<file path="src/device_access_allow_filter_unit_defines.svh">
// Assertion macros used by the allow filter controller.
`ifndef DEVICE_ACCESS_ALLOW_FILTER_UNIT_DEFINES_SVH
`define DEVICE_ACCESS_ALLOW_FILTER_UNIT_DEFINES_SVH

// Same-cycle implication, sampled on clk, off while rst_n is low.
`define DAAF_ASSERT_NOW(label, ante, cons) \
    label: assert property (@(posedge clk) disable iff (!rst_n) (ante) |-> (cons)) \
        else $error("allow filter check failed");

// Next-cycle implication, sampled on clk, off while rst_n is low.
`define DAAF_ASSERT_NEXT(label, ante, cons) \
    label: assert property (@(posedge clk) disable iff (!rst_n) (ante) |=> (cons)) \
        else $error("allow filter check failed");

`endif

</file>
<file path="src/daaf_pkg.sv">
// Shared types and constants of the device access allow filter.
package daaf_pkg;

    localparam int DEF_MAX_ENTRIES = 16;

    localparam int TYPE_W   = 16;
    localparam int DEV_W    = 32;
    localparam int REQ_W    = 16;
    localparam int ACC_W    = 3;
    localparam int INDEX_W  = 4;

    localparam logic [TYPE_W-1:0] TYPE_BLOCK = 16'd1;
    localparam logic [TYPE_W-1:0] TYPE_CHAR  = 16'd2;

    typedef enum logic {
        CMD_WRITE = 1'b0,
        CMD_QUERY = 1'b1
    } cmd_t;

    typedef enum logic [1:0] {
        ST_IDLE,
        ST_SCAN,
        ST_FLUSH,
        ST_DONE
    } state_t;

    // Controller to datapath commands.
    typedef struct packed {
        logic write_entry;
        logic start_query;
        logic rd_issue;
        logic load_out;
    } ctrl_cmd_t;

    // Datapath to controller status.
    typedef struct packed {
        logic last_slot;
        logic out_free;
    } dp_status_t;

endpackage

</file>
<file path="src/device_access_allow_filter_unit.sv">
// A query walks ST_SCAN, reading one table slot per cycle from the entry memory,
// then ST_FLUSH and ST_DONE, where the verdict is loaded into the output register
// once it is free; no new beat is taken until then. A write beat returns nothing.
// Input is taken again while a finished verdict still waits in the output register.
// Reset (rst_n low, asynchronous) clears all slot valid bits: an empty table
// denies every query. Entry contents are not reset.
module device_access_allow_filter_unit #(
    parameter int MAX_ENTRIES = daaf_pkg::DEF_MAX_ENTRIES
) (
    input  logic                         clk,
    input  logic                         rst_n,
    input  logic                         in_valid,
    output logic                         in_ready,
    input  logic                         command,
    input  logic [daaf_pkg::INDEX_W-1:0]  entry_index,
    input  logic                         entry_valid,
    input  logic                         entry_is_block,
    input  logic                         entry_minor_any,
    input  logic [daaf_pkg::ACC_W-1:0]    entry_allowed,
    input  logic [daaf_pkg::TYPE_W-1:0]   dev_kind,
    input  logic [daaf_pkg::DEV_W-1:0]    dev_major,
    input  logic [daaf_pkg::DEV_W-1:0]    dev_minor,
    input  logic [daaf_pkg::REQ_W-1:0]    access_request,
    output logic                         out_valid,
    input  logic                         out_ready,
    output logic                         allow
);
    import daaf_pkg::*;

    // Command and status between the sequencer and the table datapath.
    ctrl_cmd_t  cmd;
    dp_status_t status;

    // Sequencer: take a beat in idle; a write is stored straight from idle, a query
    // walks every slot, drains the compare stage, then waits for the
    // output register to free up.
    daaf_ctrl u_ctrl (
        .clk      (clk),
        .rst_n    (rst_n),
        .in_valid (in_valid),
        .in_ready (in_ready),
        .command  (command),
        .status   (status),
        .cmd      (cmd)
    );

    // Datapath: slot memory with registered read, per-slot valid bits,
    // held query fields, match compare and the verdict output register.
    daaf_datapath #(
        .MAX_ENTRIES (MAX_ENTRIES)
    ) u_datapath (
        .clk             (clk),
        .rst_n           (rst_n),
        .cmd             (cmd),
        .status          (status),
        .entry_index     (entry_index),
        .entry_valid     (entry_valid),
        .entry_is_block  (entry_is_block),
        .entry_minor_any (entry_minor_any),
        .entry_allowed   (entry_allowed),
        .dev_kind        (dev_kind),
        .dev_major       (dev_major),
        .dev_minor       (dev_minor),
        .access_request  (access_request),
        .out_valid       (out_valid),
        .out_ready       (out_ready),
        .allow           (allow)
    );

endmodule

</file>
<file path="src/daaf_ctrl.sv">
// Controller state machine: accept beats, sequence the table scan, hand off the verdict.
`include "device_access_allow_filter_unit_defines.svh"

module daaf_ctrl (
    input  logic                clk,
    input  logic                rst_n,
    input  logic                in_valid,
    output logic                in_ready,
    input  logic                command,
    input  daaf_pkg::dp_status_t status,
    output daaf_pkg::ctrl_cmd_t  cmd
);
    import daaf_pkg::*;

    state_t state_reg;
    state_t state_next;

    always_ff @(posedge clk or negedge rst_n)
    begin
        if (!rst_n)
        begin
            state_reg <= ST_IDLE;
        end
        else
        begin
            state_reg <= state_next;
        end
    end

    always_comb
    begin
        state_next = state_reg;
        in_ready   = 1'b0;
        cmd        = '0;
        unique case (state_reg)
            ST_IDLE:
            begin
                in_ready = 1'b1;
                if (in_valid)
                begin
                    if (cmd_t'(command) == CMD_WRITE)
                    begin
                        cmd.write_entry = 1'b1;
                    end
                    else
                    begin
                        cmd.start_query = 1'b1;
                        state_next      = ST_SCAN;
                    end
                end
            end
            ST_SCAN:
            begin
                cmd.rd_issue = 1'b1;
                if (status.last_slot)
                begin
                    state_next = ST_FLUSH;
                end
            end
            ST_FLUSH:
            begin
                state_next = ST_DONE;
            end
            ST_DONE:
            begin
                if (status.out_free)
                begin
                    cmd.load_out = 1'b1;
                    state_next   = ST_IDLE;
                end
            end
            default:
            begin
                state_next = ST_IDLE;
            end
        endcase
    end

    `DAAF_ASSERT_NEXT(a_query_starts_scan, in_valid && in_ready && command == CMD_QUERY, state_reg == ST_SCAN)
    `DAAF_ASSERT_NEXT(a_last_slot_flushes, state_reg == ST_SCAN && status.last_slot, state_reg == ST_FLUSH)
    `DAAF_ASSERT_NEXT(a_done_returns_idle, state_reg == ST_DONE && status.out_free, state_reg == ST_IDLE)
    `DAAF_ASSERT_NOW(a_one_command, 1'b1, $onehot0({cmd.write_entry, cmd.start_query, cmd.rd_issue, cmd.load_out}))

endmodule

</file>
<file path="src/daaf_datapath.sv">
// Datapath: entry table, query registers, slot compare and verdict register.
module daaf_datapath #(
    parameter int MAX_ENTRIES = daaf_pkg::DEF_MAX_ENTRIES
) (
    input  logic                             clk,
    input  logic                             rst_n,
    input  daaf_pkg::ctrl_cmd_t               cmd,
    output daaf_pkg::dp_status_t              status,
    input  logic [daaf_pkg::INDEX_W-1:0]      entry_index,
    input  logic                             entry_valid,
    input  logic                             entry_is_block,
    input  logic                             entry_minor_any,
    input  logic [daaf_pkg::ACC_W-1:0]        entry_allowed,
    input  logic [daaf_pkg::TYPE_W-1:0]       dev_kind,
    input  logic [daaf_pkg::DEV_W-1:0]        dev_major,
    input  logic [daaf_pkg::DEV_W-1:0]        dev_minor,
    input  logic [daaf_pkg::REQ_W-1:0]        access_request,
    output logic                             out_valid,
    input  logic                             out_ready,
    output logic                             allow
);
    import daaf_pkg::*;

    localparam int AW = (MAX_ENTRIES > 1) ? $clog2(MAX_ENTRIES) : 1;
    localparam logic [AW-1:0] LAST_SLOT = AW'(MAX_ENTRIES - 1);

    // Entry storage, no reset: a slot is only trusted while its valid bit is set.
    logic [DEV_W-1:0] major_mem [MAX_ENTRIES];
    logic [DEV_W-1:0] minor_mem [MAX_ENTRIES];
    logic             block_mem [MAX_ENTRIES];
    logic             any_mem   [MAX_ENTRIES];
    logic [ACC_W-1:0] acc_mem   [MAX_ENTRIES];

    logic [MAX_ENTRIES-1:0] slot_valid_reg;

    logic [AW-1:0]     cnt_reg;
    logic              cmp_vld_reg;
    logic              rd_valid_reg;
    logic [DEV_W-1:0]  rd_major_reg;
    logic [DEV_W-1:0]  rd_minor_reg;
    logic              rd_block_reg;
    logic              rd_any_reg;
    logic [ACC_W-1:0]  rd_acc_reg;

    logic [TYPE_W-1:0] q_type_reg;
    logic [DEV_W-1:0]  q_major_reg;
    logic [DEV_W-1:0]  q_minor_reg;
    logic [ACC_W-1:0]  q_req_reg;

    logic hit_reg;
    logic out_valid_reg;
    logic allow_reg;

    logic              wr_in_range;
    logic [AW-1:0]     wr_addr;
    logic [TYPE_W-1:0] want_type;
    logic              slot_match;

    assign wr_in_range = 32'(entry_index) < MAX_ENTRIES;
    assign wr_addr     = AW'(entry_index);

    always_ff @(posedge clk)
    begin
        if (cmd.write_entry && wr_in_range && entry_valid)
        begin
            major_mem[wr_addr] <= dev_major;
            minor_mem[wr_addr] <= dev_minor;
            block_mem[wr_addr] <= entry_is_block;
            any_mem[wr_addr]   <= entry_minor_any;
            acc_mem[wr_addr]   <= entry_allowed;
        end
    end

    always_ff @(posedge clk)
    begin
        if (cmd.rd_issue)
        begin
            rd_major_reg <= major_mem[cnt_reg];
            rd_minor_reg <= minor_mem[cnt_reg];
            rd_block_reg <= block_mem[cnt_reg];
            rd_any_reg   <= any_mem[cnt_reg];
            rd_acc_reg   <= acc_mem[cnt_reg];
        end
        if (cmd.start_query)
        begin
            q_type_reg  <= dev_kind;
            q_major_reg <= dev_major;
            q_minor_reg <= dev_minor;
            q_req_reg   <= access_request[ACC_W-1:0];
        end
        if (cmd.load_out)
        begin
            allow_reg <= hit_reg;
        end
    end

    assign want_type  = rd_block_reg ? TYPE_BLOCK : TYPE_CHAR;
    assign slot_match = rd_valid_reg
                     && (q_type_reg == want_type)
                     && (q_major_reg == rd_major_reg)
                     && (rd_any_reg || (q_minor_reg == rd_minor_reg))
                     && ((q_req_reg & ~rd_acc_reg) == '0);

    always_ff @(posedge clk or negedge rst_n)
    begin
        if (!rst_n)
        begin
            slot_valid_reg <= '0;
            cnt_reg        <= '0;
            cmp_vld_reg    <= 1'b0;
            rd_valid_reg   <= 1'b0;
            hit_reg        <= 1'b0;
            out_valid_reg  <= 1'b0;
        end
        else
        begin
            if (cmd.write_entry && wr_in_range)
            begin
                slot_valid_reg[wr_addr] <= entry_valid;
            end
            cmp_vld_reg <= cmd.rd_issue;
            if (cmd.rd_issue)
            begin
                rd_valid_reg <= slot_valid_reg[cnt_reg];
            end
            if (cmd.start_query)
            begin
                cnt_reg <= '0;
                hit_reg <= 1'b0;
            end
            else
            begin
                if (cmd.rd_issue)
                begin
                    cnt_reg <= cnt_reg + 1'b1;
                end
                if (cmp_vld_reg && slot_match)
                begin
                    hit_reg <= 1'b1;
                end
            end
            if (cmd.load_out)
            begin
                out_valid_reg <= 1'b1;
            end
            else if (out_ready)
            begin
                out_valid_reg <= 1'b0;
            end
        end
    end

    assign status.last_slot = (cnt_reg == LAST_SLOT);
    assign status.out_free  = !out_valid_reg || out_ready;

    assign out_valid = out_valid_reg;
    assign allow     = allow_reg;

endmodule
</file>
<file path="config.mk">
export PLATFORM = sky130hd
export DESIGN_NAME = device_access_allow_filter_unit
export DESIGN_NICKNAME = d
export VERILOG_FILES = /design/src/daaf_pkg.sv /design/src/device_access_allow_filter_unit.sv /design/src/daaf_ctrl.sv /design/src/daaf_datapath.sv
export VERILOG_INCLUDE_DIRS = /design/src /design/src/src
export SDC_FILE = /design/constraint.sdc
export NUM_CORES = 1
export LEC_CHECK = 0
export BUFFER_PORTS_ARGS = -buffer_cell sky130_fd_sc_hd__buf_4
export CAP_MARGIN = 25
export CORE_UTILIZATION = 67
export CTS_CLUSTER_DIAMETER = 80
export DETAILED_ROUTE_END_ITERATION = 16
export MAX_ROUTING_LAYER = met4
export PLACE_DENSITY = 0.85
export SKIP_CTS_REPAIR_TIMING = 1
export SLEW_MARGIN = 20
export SYNTH_ARGS = -nofsm -noshare
export SYNTH_HDL_FRONTEND = slang
export SYNTH_SLANG_ARGS = --single-unit
</file>
<file path="constraint.sdc">
create_clock -name clk -period 14.55 [get_ports clk]
set_input_delay 0.7275 -clock clk [delete_from_list [all_inputs] [get_ports clk]]
set_output_delay 0.7275 -clock clk [all_outputs]
set_load 0.01 [all_outputs]
</file>
Yosys cells after proc, flatten, opt, wreduce, memory -nomap -nowiden:

Memories as Yosys holds them, arrays and structs flattened. A register that Yosys moved wholly into a read port is not among the register bits.
Index checks and enable logic that the tools add are counted.

* memories: 5
* register bits: 110
* output and inout bits: 3
* bits in read-only memories: 0
* bits in latches: 0
* RAM bits: 1104
* word-level logic and storage cells: 77

* bitwise operators: 2
* eq/ne operators: 11
* add/subtract/negate cells: 1
* div/mod/pow operators: 0
* reductions and logical operators: 16
* multiply operators: 0
* shift operators: 0
* muxes and demuxes: 27
* magnitude comparators: 3

Memories
* u_datapath.major_mem: depth 16, width 32, read ports 1, clocked after Yosys merged registers in 1, wr ports 1, RTL line daaf_datapath.sv:28 `logic [DEV_W-1:0] major_mem [MAX_ENTRIES];`
* u_datapath.minor_mem: depth 16, width 32, read ports 1, clocked after Yosys merged registers in 1, wr ports 1, RTL line daaf_datapath.sv:29 `logic [DEV_W-1:0] minor_mem [MAX_ENTRIES];`
* u_datapath.acc_mem: depth 16, width 3, read ports 1, clocked after Yosys merged registers in 1, wr ports 1, RTL line daaf_datapath.sv:32 `logic [ACC_W-1:0] acc_mem [MAX_ENTRIES];`
* u_datapath.any_mem: depth 16, width 1, read ports 1, clocked after Yosys merged registers in 1, wr ports 1, RTL line daaf_datapath.sv:31 `logic any_mem [MAX_ENTRIES];`
* u_datapath.block_mem: depth 16, width 1, read ports 1, clocked after Yosys merged registers in 1, wr ports 1, RTL line daaf_datapath.sv:30 `logic block_mem [MAX_ENTRIES];`

Operators by type and width (count)
* equality test 32 bit: 2
* bitwise mux 16 bit: 1
* equality test 16 bit: 1
* two-way mux 1 bit: 14
* two-way mux 2 bit: 7
* less-than comparator 4 x 5 -> 1 bit (second input constant): 2
* two-way mux 4 bit: 2
* != test 2 bit (second input constant): 4
* case mux 2 bit (4 select lines): 1
* logical AND 1 bit: 7
* nonzero test 2 bit: 3
* adder 4 x 1 -> 4 bit (second input constant): 1
* binary-select mux 1 bit (select 4 bit): 1
* demux 1 bit (select 4 bit): 1
* equality test 2 bit (second input constant): 2
* equality test 4 bit (second input constant): 1
* >= comparator 4 x 1 -> 1 bit (second input constant): 1
* AND reduction 4 bit: 1
* AND 3 bit: 1
* zero test 3 bit: 1
* NOT 3 bit: 1
* equality test 2 x 1 -> 1 bit (second input constant): 1
* zero test 2 bit: 1
* logical OR 1 bit: 2
* zero test 1 bit: 1

Longest topological paths before layout:

Gate-level depths: netlist of the first run.

* depth in word-level cells: 9
* depth in mapped cells: 8
* depth with buffers taken out: 7

By module:

A second synthesis of the first run with hierarchy kept.

* cells, all modules: 1918
* area, all modules: 48018.6 µm²

By module, submodules not included
* daaf_datapath: area an instance 47837.1 µm², cells an instance 1898, instances 1
* daaf_ctrl: area an instance 181.4 µm², cells an instance 20, instances 1

Worst setup path before layout of the first run:

Ideal clock, no wire load.

* path kind: input port to flip-flop
* start: in command
* end: mem u_datapath.acc_mem[1][0] (enable)
* setup time: 0.497 ns
* required time: 14.053 ns
* setup slack: 9.667 ns
* cell stages on the path: 3
* arrival: 4.386 ns
* buffers on the path: 1
* path through: or4_1 > clkbuf_1 > nor2_1

* longest elaborated chain between the ends: 6

RTL lines
* start: declaration: RTL line device_access_allow_filter_unit.sv:14 `input logic command,`
* two-way mux 1 bit: RTL line daaf_ctrl.sv:41 `if (cmd_t'(command) == CMD_WRITE)`
* two-way mux 2 bit: RTL line daaf_ctrl.sv:39 `if (in_valid)`
* two-way mux 2 bit: RTL line daaf_ctrl.sv:35 `unique case (state_reg)`
* logical AND 1 bit: RTL line daaf_datapath.sv:64 `if (cmd.write_entry && wr_in_range && entry_valid)`
* two-way mux 1 bit: RTL line daaf_datapath.sv:64
* two-way mux 1 bit (implied by the code): RTL line daaf_datapath.sv:70 `acc_mem[wr_addr] <= entry_allowed;`
* end: declaration: RTL line daaf_datapath.sv:32

Every way passes these cells.

Worst setup path after layout of the first run:

* start: reg u_ctrl.state_reg[0]
* end: mem u_datapath.minor_mem[11][29] (enable)

* longest elaborated chain between the ends: 5

RTL lines
* start: declaration: RTL line daaf_ctrl.sv:15 `state_t state_reg;`
* start signal: assignment: RTL line daaf_ctrl.sv:26 `state_reg <= state_next;`
* zero test 2 bit: RTL line daaf_ctrl.sv:35
* two-way mux 2 bit: RTL line daaf_ctrl.sv:35
* logical AND 1 bit: RTL line daaf_datapath.sv:64
* two-way mux 1 bit: RTL line daaf_datapath.sv:64
* two-way mux 1 bit (implied by the code): RTL line daaf_datapath.sv:67 `minor_mem[wr_addr] <= dev_minor;`
* end: declaration: RTL line daaf_datapath.sv:29

Every way passes these cells.

==> impl_metrics.toml, run 1 <==
[synthesis]
syn_nets = 2035
syn_inst = 1919
synth-seq-area-share_pct = 80.0
synth_edf_count = 1257
yosysWarnings = 0
synth_most_common_cell = "edfxtp_1"
synth_top_area_share_pct = 78.6
synth_cell_types = 38
synthTopCellsByArea = "edfxtp_1, mux4_2, dfrtp_1"
ys_ff_latch = 1283
synth_commonest_cells = "edfxtp_1, mux4_2, xnor2_1"
avgSynthCellArea_sq_um = 25.0
synthArstFlopShare_pct = 2.03
ys.flop_type = "edfxtp_1"
syn_area_sq_um = 48000
post-synth-top-area-cell = "edfxtp_1"

[clock_tree]
cts.htree.levels = 3
clk_latency_ns = 0.69
cts_tree = "done"
clock-sinks = 1283
root_buffer = "clkbuf_16"
cts_buffers = 116
ctsLongestPathBuffers = 3
cts.clk_slew.worst_paths_ns = 0.07

[timing]
rsz0062_at_grt = "no"
setup_viol = 0
fin_worst_skew_ns = 0.0220
finalHoldViolCount = 0
finalCriticalPeriod_ns = 4.32
fin_setup_tns_ns = 0
finalMaxSlewViolations = 0
fmax_mhz = 231
tightest_slew_ns = 1.13
fin_ws_ns = 10.23
max-slew-margin-rel_pct = 24.6
fin_crit_sh_pct = 29.7

[floorplan]
die-area_sq_um = 72700
coreArea_sq_um = 70500
core.rowCount = 97
dieHeight_um = 270
initial_core_util_pct = 68.1
io_pins = 114
die_w_um = 270

[final_layout]
drive_above_1_share_pct = 31.0
reg.largest.list = "u_datapath.major_mem (512), u_datapath.minor_mem (512), u_datapath.acc_mem (48)"
layout-area-overhead-vs-synth_pct = 12.5
layout.nets = 2214
stdcell_count = 3149

[place]
dp_cells = 2913
gp_congestion = 0.793
io_buffers = 100
post-dp-hpwl_um = 54200
post-place-ws_ns = 10.39

[worst_setup_path]
crit_path_max_incr_delay_ns = 0.93
cp_num_buf_inv = 3
critPathSlowestCell = "nor2_4"
rrSetupSlack_ns = 10.23
crit_required_ns = 14.86
r2r_cells = 8
setup.worst_path.start_class = "flop"
r2r-start = "u_ctrl.state_reg[0]"
arrival_ns = 4.63
cpMostUsedCell = "buf_4"
critPathTopFamily = "simple AND/OR/NAND/NOR gates"
worstSetupEndpointType = "flop"
path_max_fanout = 34
cp_cell_sequence = "inv_1, ha_1, nand2_1, nor2_1, nand3b_1, nor2_4, buf_4, buf_4"
r2r_end = "u_datapath.minor_mem[11][29]"
critPathKind = "reg -> reg"

[min_path]
hp-start = "dev_kind[7]"
hold_class = "in -> reg"
hold_depth = 1
hold-path-endpoint = "u_datapath.q_type_reg[7]"

[detailed_routing]
remaining_drc_errors = 0
wl_per_cell_um = 39.2
via_count = 23100
wirelength_um = 123000
final_antenna_net_count = 0
drt-initial-drc-count = 3678
first_pass_iters = 6
vias_per_cell = 7.35

[global_route]
antenna_found_initial = 8
grt_pass1_wl_um = 169000
grt_max_degree = 160
grt_usage_pct = 34.5
overflow = 0
grt_pass1_vias = 23900

[power_and_ir_drop]
peakVddDrop_mv = 0.116
p_per_area_nw_per_um2 = 178
leakage_nw = 16.8

[run_status]
outcome = "finished, final reports clean"

[job]
cap_violations = 0
==> worst max-delay path by stage <==
stage,endpoint,cells after the start,from,slack [ns]
after floorplan,u_datapath.acc_mem[1][0],3,command,9.67
after global placement,u_datapath.rd_any_reg,4,u_datapath.cnt_reg[0],10.47
after detailed placement,u_datapath.rd_minor_reg[31],4,u_datapath.cnt_reg[0],10.39
after CTS,u_datapath.rd_minor_reg[23],4,u_datapath.cnt_reg[0],10.34
after global routing,u_datapath.minor_mem[11][17],8,u_ctrl.state_reg[0],10.09
final,u_datapath.minor_mem[11][29],8,u_ctrl.state_reg[0],10.23
==> per-layer routing <==
metal  wire [um]  vias up  share of wire (%)  global-route usage, %
li1            -     8627                  -                      -
met4        5520        0                4.5                   16.7
met5           0        -                  0                      -
met3       12500      345                 10                   5.68
met2       64900     2097                 53                   57.3
met1       40400    12100                 33                   41.7
==> layout by cell type (no fill, tap or decap), types with 2 or more instances in the layout <==
cell / n
o2111ai_1: 2
nor4_1: 7
inv_1: 8
clkinv_4: 2
buf_4: 138
dfrtp_1: 22
diode_2: 9
nand2_1: 6
nand3_1: 3
dfrtp_4: 4
xnor2_1: 58
nor2b_1: 4
clkbuf_8: 5
ha_1: 4
nand2b_1: 10
nand3b_1: 4
clkinv_1: 36
o21ai_0: 35
inv_6: 2
xor2_1: 2
buf_16: 6
nor2_1: 8
mux4_2: 350
nor2_4: 16
bufinv_16: 13
clkbuf_1: 22
clkinv_2: 19
clkbuf_16: 118
edfxtp_1: 1257
nand4_1: 16
==> layout make-up <==
class | instances | area, sq um
sequential | 1283 | 38400
fill | 3225 | 16500
multi-input combinational | 543 | 9330
clock buffer | 145 | 3100
timing repair buffer | 146 | 1230
tap | 940 | 1180
clock inverter | 75 | 699
inverter | 8 | 30.0
antenna | 9 | 22.5
==> power breakdown <==
group          switching [W]  total [W]  internal, W
Clock                0.00137    0.00311      0.00174
Combinational       0.000987    0.00202      0.00104
Sequential          0.000179    0.00448      0.00430
==> kinds of logic (layout without fill, tap and decap cells) <==
kind of cell	count (synthesis)	after routing	share of synthesized area (%)
AO/OA/AOI/OAI	45	45	0.540
XOR/XNOR	60	60	1.09
adder cells (fa/ha/maj)	5	5	0.130
buffers and inverters	93	374	0.863
flip-flops	1283	1283	80.0
multiplexers	352	352	16.5
other	0	9	0
AND/OR/NAND/NOR	81	81	0.915
==> stage by stage <==
step	cell area, sq um	util [%]	hold WS [ns]	power (W)
floorplan	48000	-	0.432	0.00594
global placement	50000	70.9	0.484	0.00635
detailed placement	50000	70.9	0.501	0.00644
CTS	53800	76.3	-0.0691	0.00957
global route	54000	76.6	0.203	0.00985
finish	54000	76.6	0.215	0.00962
Note: power is estimated with default switching activity, not from simulation.
==> run 2, diff against run 1 <==
--- a/config.mk
+++ b/config.mk
@@ -8,11 +8,11 @@
 export LEC_CHECK = 0
 export BUFFER_PORTS_ARGS = -buffer_cell sky130_fd_sc_hd__buf_4
 export CAP_MARGIN = 25
-export CORE_UTILIZATION = 67
+export CORE_UTILIZATION = 56
 export CTS_CLUSTER_DIAMETER = 80
 export DETAILED_ROUTE_END_ITERATION = 16
 export MAX_ROUTING_LAYER = met4
-export PLACE_DENSITY = 0.85
+export PLACE_DENSITY = 0.75
 export SKIP_CTS_REPAIR_TIMING = 1
 export SLEW_MARGIN = 20
 export SYNTH_ARGS = -nofsm -noshare
==> constraint.sdc (replaced) <==
create_clock -name clk -period 3.95 [get_ports clk]
set_input_delay 0.1975 -clock clk [delete_from_list [all_inputs] [get_ports clk]]
set_output_delay 0.1975 -clock clk [all_outputs]
set_load 0.01 [all_outputs]
==> impl_metrics.toml, run 2 (synthesized netlist as in run 1, its figures left out) <==
[run_status]
outcome = "finished, final reports clean"

[floorplan]
io_pins = 114
die-area_sq_um = 86900
initial_core_util_pct = 56.5
die_w_um = 295
core.rowCount = 107
coreArea_sq_um = 85000
dieHeight_um = 295

[worst_setup_path]
arrival_ns = 3.35
crit_required_ns = 4.32
setup.worst_path.start_class = "flop"
path_max_fanout = 26
worstSetupEndpointType = "flop"
critPathKind = "reg -> reg"

[timing]
setup_viol = 0
fin_worst_skew_ns = 0.0363
finalMaxSlewViolations = 0
fmax_mhz = 336
rsz0062_at_grt = "no"
finalCriticalPeriod_ns = 2.98
fin_crit_sh_pct = 75.3
fin_hold_ws_ns = 0.00881
max-slew-margin-rel_pct = 48.7
finalHoldViolCount = 0
tightest_slew_ns = 0.769

[detailed_routing]
wirelength_um = 104000
via_count = 21700
final_antenna_net_count = 0
remaining_drc_errors = 0
wl_per_cell_um = 30.1
drt-initial-drc-count = 2392
vias_per_cell = 6.31
first_pass_iters = 5

[clock_tree]
clock-sinks = 1283
cts_buffers = 120
root_buffer = "clkbuf_16"
cts.clk_slew.worst_paths_ns = 0.06
cts_tree = "done"
ctsLongestPathBuffers = 3
clk_latency_ns = 0.71
cts.htree.levels = 3

[final_layout]
final_cell_mix = "edfxtp_1, mux4_2, clkbuf_16"
reg.largest.list = "u_datapath.major_mem (512), u_datapath.minor_mem (512), u_datapath.acc_mem (48)"
multi_input_comb_area_sq_um = 9330
layout.nets = 2314
register_area_sq_um = 38400
drive_above_1_share_pct = 29.3
layout_commonest_cell = "edfxtp_1"
n_fill_cell = 5240
layout-area-overhead-vs-synth_pct = 15.4

[power_and_ir_drop]
p_per_area_nw_per_um2 = 622
p_int_w = 0.0257
swShare_pct = 25.5
p_switching_w = 0.00877
power_w = 0.0345
peakVddDrop_mv = 0.442
power_frac_clock_pct = 31.2
leakage_nw = 17.1
power.share.combinational_pct = 21.2
pwr-share-seq_pct = 47.7

[min_path]
hold_class = "in -> reg"

[place]
gp_congestion = 0.753
post-dp-hpwl_um = 49400
io_buffers = 100

[global_route]
grt_max_degree = 86
overflow = 0
grt_usage_pct = 25.2
grt_pass1_vias = 22300
antenna_found_initial = 7
grt_pass1_wl_um = 150000

[job]
cap_violations = 0
## run 2: worst max-delay path, cell delays in order (launching register included)
cell and delay [ns]:
dfrtp_1 0.41, inv_1 0.15, ha_1 0.28, nand2_1 0.10, nor2_1 0.16, nand3_1 0.45, nor2_4 0.76, buf_12 0.31
## run 2: final timing paths
kind                                          startpoint                       endpoint  slack, ns  depth (start not counted)
setup / recovery                     u_ctrl.state_reg[1]   u_datapath.major_mem[14][18]       0.97                          7
hold / removal                                  in_valid            u_ctrl.state_reg[1]      0.009                          4
setup reg to reg                     u_ctrl.state_reg[1]   u_datapath.major_mem[14][18]       0.97                          7
hold reg to reg            u_datapath.slot_valid_reg[14]  u_datapath.slot_valid_reg[14]       0.52                          2
max in group asynchronous                          rst_n           u_datapath.out_valid       2.59                          4
min in group asynchronous                          rst_n  u_datapath.slot_valid_reg[10]       0.51                          3
## run 2: metal layers
layer,wire length (um),track usage (%),up-vias
li1,-,-,8819
met1,39600,32.9,11700
met2,54000,41.3,1046
met3,7270,3.42,187
met4,2750,8.28,0
met5,0,-,-
## run 2: power groups by stage
| stage | combinational, W | sequential (W) | clock (W) |
|---|---|---|---|
| floorplan | 0.00555 | 0.0163 | 0 |
| global placement | 0.00712 | 0.0167 | 0 |
| detailed placement | 0.00724 | 0.0167 | 0 |
| CTS | 0.00732 | 0.0164 | 0.0109 |
| global route | 0.00774 | 0.0165 | 0.0114 |
| finish | 0.00730 | 0.0164 | 0.0107 |
## run 2: through the flow
| step | cells | utilization, % | cell area, sq um | worst slack [ns] | setup TNS [ns] |
|---|---|---|---|---|---|
| 2_1_floorplan | 1919 | - | 48000 | -0.880 | -722.82 |
| 3_3_place_gp | 3125 | 59.7 | 50800 | 1.10 | 0 |
| 3_5_place_dp | 3125 | 59.7 | 50800 | 1.05 | 0 |
| 4_1_cts | 3346 | 64.0 | 54400 | 0.981 | 0 |
| 5_1_grt | 3446 | 65.1 | 55400 | 0.768 | 0 |
| 6_report | 3446 | 65.1 | 55400 | 0.975 | 0 |
## run 2: layout make-up
type | instances | area share, %
Antenna cell | 5 | 0.0226
Clock buffer | 166 | 5.77
Clock inverter | 55 | 0.823
Inverter | 8 | 0.0542
Multi-Input combinational cell | 543 | 16.8
Sequential cell | 1283 | 69.4
Tap cell | 1144 | 2.59
Timing Repair Buffer | 242 | 4.52
==> run 3, diff against run 2 <==
==> constraint.sdc (replaced) <==
create_clock -name clk -period 2.6 [get_ports clk]
set_input_delay 0.13 -clock clk [delete_from_list [all_inputs] [get_ports clk]]
set_output_delay 0.13 -clock clk [all_outputs]
set_load 0.01 [all_outputs]
==> impl_metrics.toml, run 3 (synthesized netlist as in run 1, its figures left out) <==
[run_status]
outcome = "finished, violations left"
violations = "DRC"

[timing]
fin_ws_ns = 0.122
finalHoldViolCount = 0
max-slew-margin-rel_pct = 55.8
fmax_mhz = 404
fin_crit_sh_pct = 95.3
finalMaxSlewViolations = 0
setup_viol = 0
tightest_slew_ns = 0.661
finalCriticalPeriod_ns = 2.48
fin_hold_ws_ns = 0.153
rsz0062_at_grt = "no"
fin_worst_skew_ns = 0.0404

[place]
post_dp_cell_area_sq_um = 51300
gp_congestion = 0.806
post-dp-hpwl_um = 53300
io_buffers = 100
post-place-ws_ns = 0.0228

[power_and_ir_drop]
p_per_area_nw_per_um2 = 962
pwr-share-seq_pct = 45.6
power_frac_clock_pct = 32.2
p_int_w = 0.0404
peakVddDrop_mv = 0.635
leakage_nw = 17.6
swShare_pct = 25.3
p_switching_w = 0.0137
power.share.combinational_pct = 22.2

[final_layout]
n_fill_cell = 5080
register_area_sq_um = 38400
fin_area_sq_um = 56300
drive_above_1_share_pct = 31.8
reg.largest.list = "u_datapath.major_mem (512), u_datapath.minor_mem (512), u_datapath.acc_mem (48)"
multi_input_comb_area_sq_um = 9350
layout_commonest_cell = "edfxtp_1"
final_cell_mix = "edfxtp_1, mux4_2, buf_4"
layout-area-overhead-vs-synth_pct = 17.2
layout.nets = 2361

[detailed_routing]
drt-initial-drc-count = 2670
wl_per_cell_um = 30.9
vias_per_cell = 6.39
final_antenna_net_count = 0
first_pass_iters = 12
via_count = 22300
wirelength_um = 108000
remaining_drc_errors = 4

[floorplan]
initial_core_util_pct = 56.5
dieHeight_um = 295
coreArea_sq_um = 85000
core.rowCount = 107
die_w_um = 295
die-area_sq_um = 86900
io_pins = 114

[job]
cap_violations = 0

[clock_tree]
clock-sinks = 1283
cts.htree.levels = 3
ctsLongestPathBuffers = 3
root_buffer = "clkbuf_16"
cts.clk_slew.worst_paths_ns = 0.07
cts_buffers = 120
clk_latency_ns = 0.71
cts_tree = "done"

[worst_setup_path]
worstSetupEndpointType = "flop"
setup.worst_path.start_class = "flop"
crit_required_ns = 3.19
critPathKind = "reg -> reg"
path_max_fanout = 1
arrival_ns = 3.07

[global_route]
grt_pass1_wl_um = 155000
grt_usage_pct = 26.0
grt_max_degree = 79
antenna_found_initial = 6
grt_pass1_vias = 23100
grtUsageMet1_pct = 33.6
use_met3_pct = 4.20
overflow = 0
met2_usage_pct = 43.3
busiest_layer = "met2"

[min_path]
hold_class = "in -> reg"
[run 3: per-layer routing]
metal | share of wire (%) | up-vias
li1 | - | 8925
met1 | 38 | 12000
met2 | 52 | 1195
met3 | 7.7 | 196
met4 | 2.2 | 0
met5 | 0 | -
[run 3: per-stage QoR]
stage | power (W) | setup TNS [ns] | utilization, % | std cells
finish | 0.0541 | 0 | 66.2 | 3498
global route | 0.0559 | 0 | 66.2 | 3497
CTS | 0.0543 | -0.0100 | 65.0 | 3391
detailed placement | 0.0369 | 0 | 60.3 | 3167
global placement | 0.0366 | 0 | 60.3 | 3167
floorplan | 0.0333 | -204.58 | - | 1919
[run 3: final cells by class]
| cell class | count | share of cell area (%) |
|---|---|---|
| diodes | 7 | 0.0311 |
| clock buffers | 146 | 5.55 |
| clock inverters | 78 | 1.47 |
| inverters | 8 | 0.0534 |
| multi-input cells | 543 | 16.6 |
| flip-flops and latches | 1283 | 68.3 |
| well taps | 1144 | 2.54 |
| repair buffers | 289 | 5.47 |
[run 3: worst max-delay path, stage by stage (launching register included)]
cell       delay (ns)
edfxtp_1         0.38
nor4_1           0.52
nand4_1          0.45
a2111oi_1        0.52
a41oi_1          0.28
nor3_1           0.22
[run 3: path summary, 6_finish.rpt]
path                                                from                             to  slack [ns]  cells past startpoint
worst max-delay path            u_datapath.q_type_reg[3]             u_datapath.hit_reg        0.12                      5
worst min-delay path                         entry_valid  u_datapath.slot_valid_reg[11]        0.15                      3
worst max register to register  u_datapath.q_type_reg[3]             u_datapath.hit_reg        0.12                      5
worst min register to register   u_datapath.rd_valid_reg        u_datapath.rd_valid_reg        0.52                      1
max in group asynchronous                          rst_n          u_datapath.cnt_reg[1]        1.92                      4
min in group asynchronous                          rst_n            u_ctrl.state_reg[1]        0.46                      4
[run 3: power groups by stage]
| stage | sequential (W) | combinational, W | clock (W) |
|---|---|---|---|
| 6_report | 0.0247 | 0.0120 | 0.0174 |
| 5_1_grt | 0.0247 | 0.0128 | 0.0184 |
| 4_1_cts | 0.0246 | 0.0120 | 0.0177 |
| 3_5_place_dp | 0.0251 | 0.0118 | 0 |
| 3_3_place_gp | 0.0250 | 0.0116 | 0 |
| 2_1_floorplan | 0.0248 | 0.00848 | 0 |
